File: src/sorted_matrix_staircase_search_top_defines.svh
// Assertion macros for the staircase search block.
`ifndef SORTED_MATRIX_STAIRCASE_SEARCH_TOP_DEFINES_SVH
`define SORTED_MATRIX_STAIRCASE_SEARCH_TOP_DEFINES_SVH

// Checked outside reset.
`define SMS_ASSERT(name, prop) \
   name: assert property (@(posedge clock) disable iff (reset) prop) \
      else $error("sms: check failed");

// Checked on every edge, reset included.
`define SMS_ASSERT_ALWAYS(name, prop) \
   name: assert property (@(posedge clock) prop) \
      else $error("sms: check failed");

`endif

File: src/sms_pkg.sv
// Shared types and constants for the staircase search block.
package sms_pkg;

   localparam int CFG_W       = 7;
   localparam int CSR_IDX_W   = 1;
   localparam int ROW_FIELD_W = 6;
   localparam int COL_FIELD_W = 6;
   localparam int FIELD_W     = 32;
   localparam int COUNT_W     = 13;
   localparam int TOTAL_W     = 2 * CFG_W;
   localparam int KIND_W      = 2;
   localparam int REQ_TDATA_W = 80;
   localparam int RSP_TDATA_W = 32;
   localparam int RSP_USED_W  = 1 + ROW_FIELD_W + COL_FIELD_W + COUNT_W;

   localparam logic [CFG_W-1:0]   CFG_RESET = 7'd64;
   localparam logic [TOTAL_W-1:0] COUNT_MAX = 14'd8191;

   // request kinds
   localparam logic [KIND_W-1:0] KIND_WRITE  = 2'd0;
   localparam logic [KIND_W-1:0] KIND_SEARCH = 2'd1;
   localparam logic [KIND_W-1:0] KIND_COUNT  = 2'd2;

   // register indexes
   localparam logic [CSR_IDX_W-1:0] CSR_ROWS_IN_USE = 1'd0;
   localparam logic [CSR_IDX_W-1:0] CSR_COLS_IN_USE = 1'd1;

   typedef enum logic [1:0] {
      WS_IDLE,
      WS_WALK,
      WS_DONE
   } walk_state_type;

   typedef struct packed {
      logic idle;
      logic done;
   } walk_status_type;

   typedef struct packed {
      logic [COUNT_W-1:0]     at_most_count;
      logic [COL_FIELD_W-1:0] match_col;
      logic [ROW_FIELD_W-1:0] match_row;
      logic                   found;
   } walk_result_type;

endpackage

File: src/sms_walk.sv
// Staircase walker: steps one row or column per cycle through the cell store.
module sms_walk #(
   parameter int MAX_COLS    = 64,
   parameter int VALUE_WIDTH = 32,
   parameter int ADDR_W      = 12
) (
   input  logic                           clock,
   input  logic                           reset,
   input  logic                           start,
   input  logic                           start_count,
   input  logic [VALUE_WIDTH-1:0]         start_key,
   input  logic [sms_pkg::CFG_W-1:0]      rows_eff,
   input  logic [sms_pkg::CFG_W-1:0]      cols_eff,
   input  logic                           res_ready,
   output sms_pkg::walk_status_type       status,
   output sms_pkg::walk_result_type       result,
   output logic                           rd_en,
   output logic [ADDR_W-1:0]              rd_addr,
   input  logic [VALUE_WIDTH-1:0]         rd_data
);
   import sms_pkg::*;

   walk_state_type             state_ff, state_in;
   logic                       count_mode_ff, count_mode_in;
   logic signed [VALUE_WIDTH-1:0] key_ff, key_in;
   logic [CFG_W-1:0]           r_ff, r_in;
   logic [CFG_W-1:0]           c_ff, c_in;
   logic [ADDR_W-1:0]          addr_ff, addr_in;
   logic [TOTAL_W-1:0]         total_ff, total_in;
   logic                       found_ff, found_in;
   logic [ROW_FIELD_W-1:0]     mrow_ff, mrow_in;
   logic [COL_FIELD_W-1:0]     mcol_ff, mcol_in;
   logic signed [VALUE_WIDTH-1:0] cell_val;
   logic [CFG_W-1:0]           c_dec;
   logic                       hit;

   assign cell_val = signed'(rd_data);
   assign c_dec    = c_ff - CFG_W'(1);

   always_ff @(posedge clock) begin
      if (reset) begin
         state_ff <= WS_IDLE;
      end else begin
         state_ff <= state_in;
      end
   end

   always_ff @(posedge clock) begin
      count_mode_ff <= count_mode_in;
      key_ff        <= key_in;
      r_ff          <= r_in;
      c_ff          <= c_in;
      addr_ff       <= addr_in;
      total_ff      <= total_in;
      found_ff      <= found_in;
      mrow_ff       <= mrow_in;
      mcol_ff       <= mcol_in;
   end

   always_comb begin
      state_in      = state_ff;
      count_mode_in = count_mode_ff;
      key_in        = key_ff;
      r_in          = r_ff;
      c_in          = c_ff;
      addr_in       = addr_ff;
      total_in      = total_ff;
      found_in      = found_ff;
      mrow_in       = mrow_ff;
      mcol_in       = mcol_ff;
      hit           = 1'b0;
      rd_en         = 1'b0;
      case (state_ff)
         WS_IDLE: begin
            if (start) begin
               count_mode_in = start_count;
               key_in        = signed'(start_key);
               r_in          = '0;
               c_in          = cols_eff;
               addr_in       = ADDR_W'(cols_eff) - ADDR_W'(1);
               total_in      = '0;
               found_in      = 1'b0;
               mrow_in       = '0;
               mcol_in       = '0;
               if (rows_eff != '0 && cols_eff != '0) begin
                  rd_en    = 1'b1;
                  state_in = WS_WALK;
               end else begin
                  state_in = WS_DONE;
               end
            end
         end
         WS_WALK: begin
            // rd_data holds the cell at (r, c-1)
            if (count_mode_ff) begin
               if (key_ff < cell_val) begin
                  c_in    = c_dec;
                  addr_in = addr_ff - ADDR_W'(1);
               end else begin
                  total_in = total_ff + TOTAL_W'(c_ff);
                  r_in     = r_ff + CFG_W'(1);
                  addr_in  = addr_ff + ADDR_W'(MAX_COLS);
               end
            end else begin
               if (cell_val < key_ff) begin
                  r_in    = r_ff + CFG_W'(1);
                  addr_in = addr_ff + ADDR_W'(MAX_COLS);
               end else if (key_ff < cell_val) begin
                  c_in    = c_dec;
                  addr_in = addr_ff - ADDR_W'(1);
               end else begin
                  hit      = 1'b1;
                  found_in = 1'b1;
                  mrow_in  = r_ff[ROW_FIELD_W-1:0];
                  mcol_in  = c_dec[COL_FIELD_W-1:0];
               end
            end
            if (!hit && r_in < rows_eff && c_in != '0) begin
               rd_en = 1'b1;
            end else begin
               state_in = WS_DONE;
            end
         end
         WS_DONE: begin
            if (res_ready) begin
               state_in = WS_IDLE;
            end
         end
         default: begin
            state_in = WS_IDLE;
         end
      endcase
   end

   assign rd_addr = addr_in;

   assign status.idle = (state_ff == WS_IDLE);
   assign status.done = (state_ff == WS_DONE);

   assign result.found         = found_ff;
   assign result.match_row     = mrow_ff;
   assign result.match_col     = mcol_ff;
   assign result.at_most_count = (total_ff > COUNT_MAX) ? COUNT_MAX[COUNT_W-1:0]
                                                        : total_ff[COUNT_W-1:0];

endmodule

File: config.mk
export PLATFORM = sky130hd
export DESIGN_NAME = sms_walk
export DESIGN_NICKNAME = d
export VERILOG_FILES = /design/src/sorted_matrix_staircase_search_top_defines.svh /design/src/sms_pkg.sv /design/src/sms_walk.sv
export SDC_FILE = /design/constraint.sdc
export NUM_CORES = 1
export LEC_CHECK = 0
export ABC_CLOCK_PERIOD_IN_PS = 9500
export BUFFER_PORTS_ARGS = -buffer_cell sky130_fd_sc_hd__buf_2
export CAP_MARGIN = 15
export CORE_AREA = 5 5 103 105
export DETAILED_ROUTE_END_ITERATION = 8
export DIE_AREA = 0 0 108 110
export HOLD_SLACK_MARGIN = 0.02
export PLACE_DENSITY = 0.85
export RECOVER_POWER = 50
export SLEW_MARGIN = 20
export SYNTH_ARGS = -nofsm -noshare
export SYNTH_HDL_FRONTEND = slang
export SYNTH_SLANG_ARGS = --single-unit
export TNS_END_PERCENT = 1
File: constraint.sdc
create_clock -name clock -period 9.5 [get_ports clock]
set_clock_uncertainty 0.2 [all_clocks]
set_input_delay 1.425 -clock clock [delete_from_list [all_inputs] [get_ports clock]]
set_output_delay 1.425 -clock clock [all_outputs]
set_load 0.05 [all_outputs]
==> flow_summary.json, run 1 <==
{
  "hpwl_um": 9880,
  "cp-start-kind": "input pin",
  "area_growth_pct": 15.2,
  "postCtsSetupBuffers": 0,
  "dieArea_um2": 11900,
  "dr.first_iter.drc_count": 227,
  "drive_gt1_share_pct": 21.9,
  "leakage_uw": 0.00279,
  "power_uw": 1280,
  "cts_hold_buf": 0,
  "r2r-end": "state_ff[1]$_SDFFE_PP0P_",
  "grt_pass1_wl_um": 20900,
  "cts_tree": "yes",
  "cts_resized": 0,
  "routed-wl-met2_um": 6370,
  "slowest_delay_ns": 0.68,
  "clk_pin_slew_ns": 0.08,
  "cp.required_ns": 7.88,
  "finalHoldViolCount": 0,
  "core_um2": 9550,
  "path_class": "in2out",
  "viasPerCell": 5.48,
  "grt_remaining_overflow": 0,
  "met1_length_um": 5370,
  "ys_async_sr_fraction_pct": 0,
  "drt_wl_total_um": 12800,
  "end_kind": "output port",
  "h-tree-depth": 3,
  "yosysTopAreaCellShare_pct": 40.3,
  "ios": 124,
  "ant_nets": 0,
  "final_cell_mix": "107 x buf_2, 74 x edfxtp_1, 60 x inv_1, 52 x ha_1, 46 x nor2_1",
  "first_pass_iters": 4,
  "rsz0062_at_grt": "false",
  "maxSlewHeadroom_pct": -21.9,
  "tightest_slew_ns": 1.83,
  "timing.critical_path.from": "rd_data[14]",
  "ys_seq_elements": 88,
  "r2r-start": "key_ff[14]$_DFFE_PP_",
  "gp_congestion": 0.871,
  "slowest_stage": "a41o_1",
  "post-route-period-util_pct": 78.6,
  "setup-violations-final": 0,
  "syn_inst": 553,
  "hp-class": "reg2reg",
  "numCtsBuffers": 9,
  "r2r_cells": 15,
  "clock.fmax_ghz": 0.134,
  "clock_sinks": 88,
  "ir_worst_vdd_mv": 0.135,
  "port_buffers": 123,
  "grt_antenna_before_repair": 0,
  "reg2reg_slack_ns": 4.69,
  "antenna_cells": 0,
  "setup_tns_ns": 0,
  "drv_slew": 35,
  "worstSetupPathDepth": 18,
  "max-clock-path-buffers": 2,
  "powerDensity_nw_per_um2": 202,
  "synthTopCellsByArea": "edfxtp_1 40%, ha_1 12%, dfxtp_1 5.1%",
  "arrival_ns": 5.84,
  "synth_largest_area_cell": "edfxtp_1",
  "grt_max_degree": 36,
  "crit_family": "compound AO/OA/AOI/OAI gates",
  "crit_chain": "buf_2 > inv_1 > ha_1 > a21oi_1 > nand2_1 > a221o_1 > o311ai_1 > a41o_1 > buf_4 > or2_1 > mux2_4 > ha_1 > o21ai_0 > a21oi_1 > a2111oi_0 > o211ai_1 > nand2_1 > buf_2",
  "routedWlPerCell_um": 15.9,
  "synth-seq-area-share_pct": 45.4,
  "die_w_um": 108,
  "final_nets": 807,
  "initial_utilization_pct": 57.7,
  "cap_violations": 1,
  "cts_root_buf": "clkbuf_8",
  "avgSynthCellArea_um2": 9.96,
  "ys_types": 67,
  "grt_pass1_vias": 4593,
  "wl_met3_um": 767,
  "die_h_um": 110,
  "dr.max_layer_used": "met4",
  "finalCriticalPeriod_ns": 7.47,
  "layout_commonest_cell": "buf_2",
  "crit_buf_inv": 4,
  "synthesis.area_um2": 5510,
  "drc": 0,
  "path_max_fanout": 19,
  "syn_nets": 689,
  "crit_path_end": "rd_en",
  "ys_warn_count": 0,
  "synth_enable_flop_cells": 74,
  "violations": "capacitance limit, slew limit",
  "grt.total_usage_pct": 22.5,
  "yosys_most_used_dff": "edfxtp_1",
  "rows": 36,
  "worstSkewPairLatency_ns": 0.36,
  "route.vias.total": 4429,
  "status": "finished with violations"
}
[where the power goes]
part / internal (µW) / switching (µW)
sequential: 498 / 63.0
combinational: 161 / 337
clock: 92.4 / 129
[worst min path at each step]
| stage | startpoint | to | depth (start not counted) |
|---|---|---|---|
| final | addr_ff[10]$_DFF_P_ | addr_ff[10]$_DFF_P_ | 2 |
| after global routing | addr_ff[10]$_DFF_P_ | addr_ff[10]$_DFF_P_ | 2 |
| after floorplan | r_ff[1]$_SDFFCE_PN0P_ | mrow_ff[1]$_SDFFCE_PN0P_ | 1 |
| after CTS | addr_ff[10]$_DFF_P_ | addr_ff[10]$_DFF_P_ | 2 |
| after global placement | addr_ff[10]$_DFF_P_ | addr_ff[10]$_DFF_P_ | 2 |
| after detailed placement | addr_ff[10]$_DFF_P_ | addr_ff[10]$_DFF_P_ | 2 |
[cell type report]
type                            count  area, µm²
Fill cell                         780       3210
Timing Repair Buffer              127        618
Sequential cell                    88       2500
Multi-Input combinational cell    384       2670
Inverter                           61        229
Tap cell                          133        166
Clock inverter                      4       22.5
Clock buffer                       11        131
[Yosys cell counts, types with 12 or more instances]
cell / count
and2_1: 15
nor3_1: 20
nor2_1: 46
o21ai_0: 19
ha_1: 52
nand2_1: 37
dfxtp_1: 14
clkbuf_1: 14
a21oi_1: 28
xor2_1: 15
edfxtp_1: 74
xnor2_1: 12
or2_2: 15
inv_1: 60
[flip-flops by register name, summed over array words and instances (netlist names)]
signal	count
found_ff	1
count_mode_ff	1
state_ff	2
r_ff	7
total_ff	14
mcol_ff	6
mrow_ff	6
c_ff	7
addr_ff	12
key_ff	32
[metal layers]
| layer | global-route usage [%] | vias to the layer above |
|---|---|---|
| li1 | - | 2191 |
| met1 | 26.6 | 2073 |
| met4 | 9.29 | 0 |
| met2 | 39.8 | 137 |
| met3 | 5.01 | 28 |
| met5 | 0 | - |
[per-stage QoR]
step / hold slack [ns] / util (%) / cells / setup slack (ns) / area, µm²
2_1_floorplan: 0.370 / - / 553 / 3.07 / 5510
3_3_place_gp: 0.331 / 65.1 / 793 / 2.22 / 6220
3_5_place_dp: 0.338 / 65.1 / 793 / 2.06 / 6220
4_1_cts: 0.356 / 66.7 / 808 / 2.04 / 6370
5_1_grt: 0.378 / 66.4 / 808 / 1.61 / 6340
6_report: 0.357 / 66.4 / 808 / 2.03 / 6340
[worst reg2reg max path, delay by kind of cell (launching register included)]
kind | cells | cell delay [ns]
AOI/OAI and AO/OA | 8 | 2.40
DFF | 1 | 0.39
muxes | 1 | 0.31
and+or+nand+nor | 3 | 0.45
adders and majority gates | 2 | 0.61
buffers and inverters | 1 | 0.36
[kinds of logic (layout without fill, tap and decap cells)]
logic type	Yosys count	in the layout	share of synthesized area, %
compound gates	94	94	10.7
mux	11	11	2.11
xor+xnor	27	27	4.29
simple gates	199	199	19.2
buf+inv	81	203	6.02
flops	88	88	45.4
fa+ha+maj	53	53	12.2
(Power assumes the default switching activity.)
==> run 2, diff against run 1 <==
Settings changed: ABC_CLOCK_PERIOD_IN_PS 9500 to 6400, CORE_AREA 5 5 103 105 to 5 5 111 113, DIE_AREA 0 0 108 110 to 0 0 116 118, PLACE_DENSITY 0.85 to 0.77.
Clock period 9.5 ns to 6.4 ns, I/O delays scaled along.
==> flow_summary.json, run 2 (synthesis results as in run 1) <==
{
  "status": "finished with violations",
  "violations": "capacitance limit, slew limit",
  "leakage_uw": 0.00289,
  "worstSetupPathDepth": 17,
  "hold_depth": 2,
  "top_register": "key_ff",
  "design_area_um2": 6540,
  "grt_pass1_wl_um": 20200,
  "viasPerCell": 5.36,
  "end_kind": "output port",
  "cts_resized": 0,
  "ios": 124,
  "clk_pin_slew_ns": 0.07,
  "finalHoldViolCount": 0,
  "rows": 39,
  "clock_sinks": 88,
  "hp-class": "reg2reg",
  "drt_wl_total_um": 12600,
  "r2r_cells": 14,
  "clock_power_share_pct": 26.5,
  "rsz0062_at_grt": "false",
  "ant_nets": 0,
  "die_w_um": 116,
  "cts_root_buf": "clkbuf_16",
  "dieArea_um2": 13700,
  "numCtsBuffers": 9,
  "ir_worst_vdd_mv": 0.190,
  "cp.required_ns": 5.24,
  "p_switching_uw": 806,
  "slowest_stage": "o311ai_1",
  "largest_register_ffs": 32,
  "r2r-start": "key_ff[14]$_DFFE_PP_",
  "dr.first_iter.drc_count": 247,
  "tightest_slew_ns": 1.80,
  "die_h_um": 118,
  "setup_tns_ns": 0,
  "first_pass_iters": 8,
  "initial_utilization_pct": 49.1,
  "h-tree-depth": 3,
  "route.vias.total": 4404,
  "core_um2": 11200,
  "r2r-end": "state_ff[1]$_SDFFE_PP0P_",
  "cap_violations": 1,
  "placed_area_um2": 6240,
  "max-clock-path-buffers": 2,
  "slowest_delay_ns": 0.41,
  "comb_power_share_pct": 34.4,
  "final_nets": 809,
  "grt_pass1_vias": 4397,
  "worst_hold_startpoint": "addr_ff[0]$_DFF_P_",
  "postCtsSetupBuffers": 0,
  "min_to": "addr_ff[0]$_DFF_P_",
  "grt.total_usage_pct": 18.2,
  "cts_hold_buf": 0,
  "area_growth_pct": 18.7,
  "path_class": "in2out",
  "grt_remaining_overflow": 0,
  "grt_max_degree": 37,
  "fillers": 969,
  "crit_chain": "buf_2 > inv_1 > ha_1 > a21oi_1 > o21ai_0 > a221o_1 > o311ai_1 > a41o_1 > or2_1 > mux2_4 > ha_1 > o21ai_0 > a21oi_1 > a2111oi_0 > o211ai_1 > nand2_1 > buf_2",
  "drive_gt1_share_pct": 22.6,
  "p_int_uw": 1320,
  "crit_buf_inv": 3,
  "path_max_fanout": 7,
  "grt_antenna_before_repair": 0,
  "cts_tree": "yes",
  "hpwl_um": 9810,
  "drv_slew": 34,
  "crit_family": "compound AO/OA/AOI/OAI gates",
  "drc": 0,
  "largestRegisters": "key_ff: 32 flops, total_ff: 14 flops, addr_ff: 12 flops",
  "finalCriticalPeriod_ns": 5.98,
  "post-route-period-util_pct": 93.4,
  "port_buffers": 123,
  "gp_congestion": 0.914,
  "setup-violations-final": 0,
  "arrival_ns": 4.82,
  "antenna_cells": 0,
  "sw_frac_of_total_pct": 37.9,
  "cp-start-kind": "input pin",
  "maxSlewHeadroom_pct": -19.9,
  "reg2reg_slack_ns": 2.16,
  "pwr-share-seq_pct": 39.1,
  "clock.fmax_ghz": 0.167,
  "powerDensity_nw_per_um2": 325,
  "routedWlPerCell_um": 15.4,
  "worstSkewPairLatency_ns": 0.33,
  "final_cell_mix": "108 x buf_2, 74 x edfxtp_1, 60 x inv_1, 52 x ha_1, 46 x nor2_1",
  "layout_commonest_cell": "buf_2"
}
[run 2: final cells by class]
type | count | area (µm²) | share of cell area [%]
flip-flops and latches | 88 | 2500 | 38.3
clock buffers | 9 | 225 | 3.44
multi-input cells | 384 | 2670 | 40.9
repair buffers | 129 | 634 | 9.70
inverters | 61 | 229 | 3.50
well taps | 143 | 179 | 2.74
clock inverters | 7 | 95.1 | 1.45
[run 2: worst max-delay path by stage]
stage                 end         from  slack (ns)
floorplan           rd_en  rd_data[14]        0.90
global placement    rd_en  rd_data[14]        0.55
detailed placement  rd_en  rd_data[14]        0.44
CTS                 rd_en  rd_data[14]        0.44
global route        rd_en   rd_data[5]        0.03
finish              rd_en   rd_data[7]        0.42
[run 2: power by group through the flow]
stage	clock network [µW]	logic, µW	registers (µW)
finish	564	731	833
global route	596	801	847
CTS	569	740	830
detailed placement	0	735	842
global placement	0	719	838
floorplan	0	547	847
[run 2: routing by layer]
metal  wire [µm]  up-vias  part of all wire (%)  global-route usage, %
li1            -     2202                     -                      -
met1        5530     2039                    44                   24.1
met2        6120      146                    48                   30.5
met3         764       17                   6.1                   2.93
met4         203        0                   1.6                   5.58
met5           0        -                     0                      0
[run 2: worst register-to-register path, delay by kind of cell (launching register included)]
kind	cells	cell delay (ns)
DFF	1	0.39
muxes	1	0.32
and+or+nand+nor	3	0.46
AOI/OAI and AO/OA	8	2.16
adders and majority gates	2	0.60
[run 2: per-stage QoR]
| stage | util, % | std cells | total power [µW] | hold WS, ns | setup slack, ns |
|---|---|---|---|---|---|
| final | 58.3 | 821 | 2130 | 0.367 | 0.420 |
| after floorplan | - | 553 | 1390 | 0.370 | 0.898 |
| after CTS | 58.5 | 821 | 2140 | 0.365 | 0.437 |
| after global placement | 55.6 | 805 | 1560 | 0.335 | 0.552 |
| after detailed placement | 55.6 | 805 | 1580 | 0.356 | 0.443 |
| after global routing | 58.3 | 821 | 2250 | 0.392 | 0.0288 |
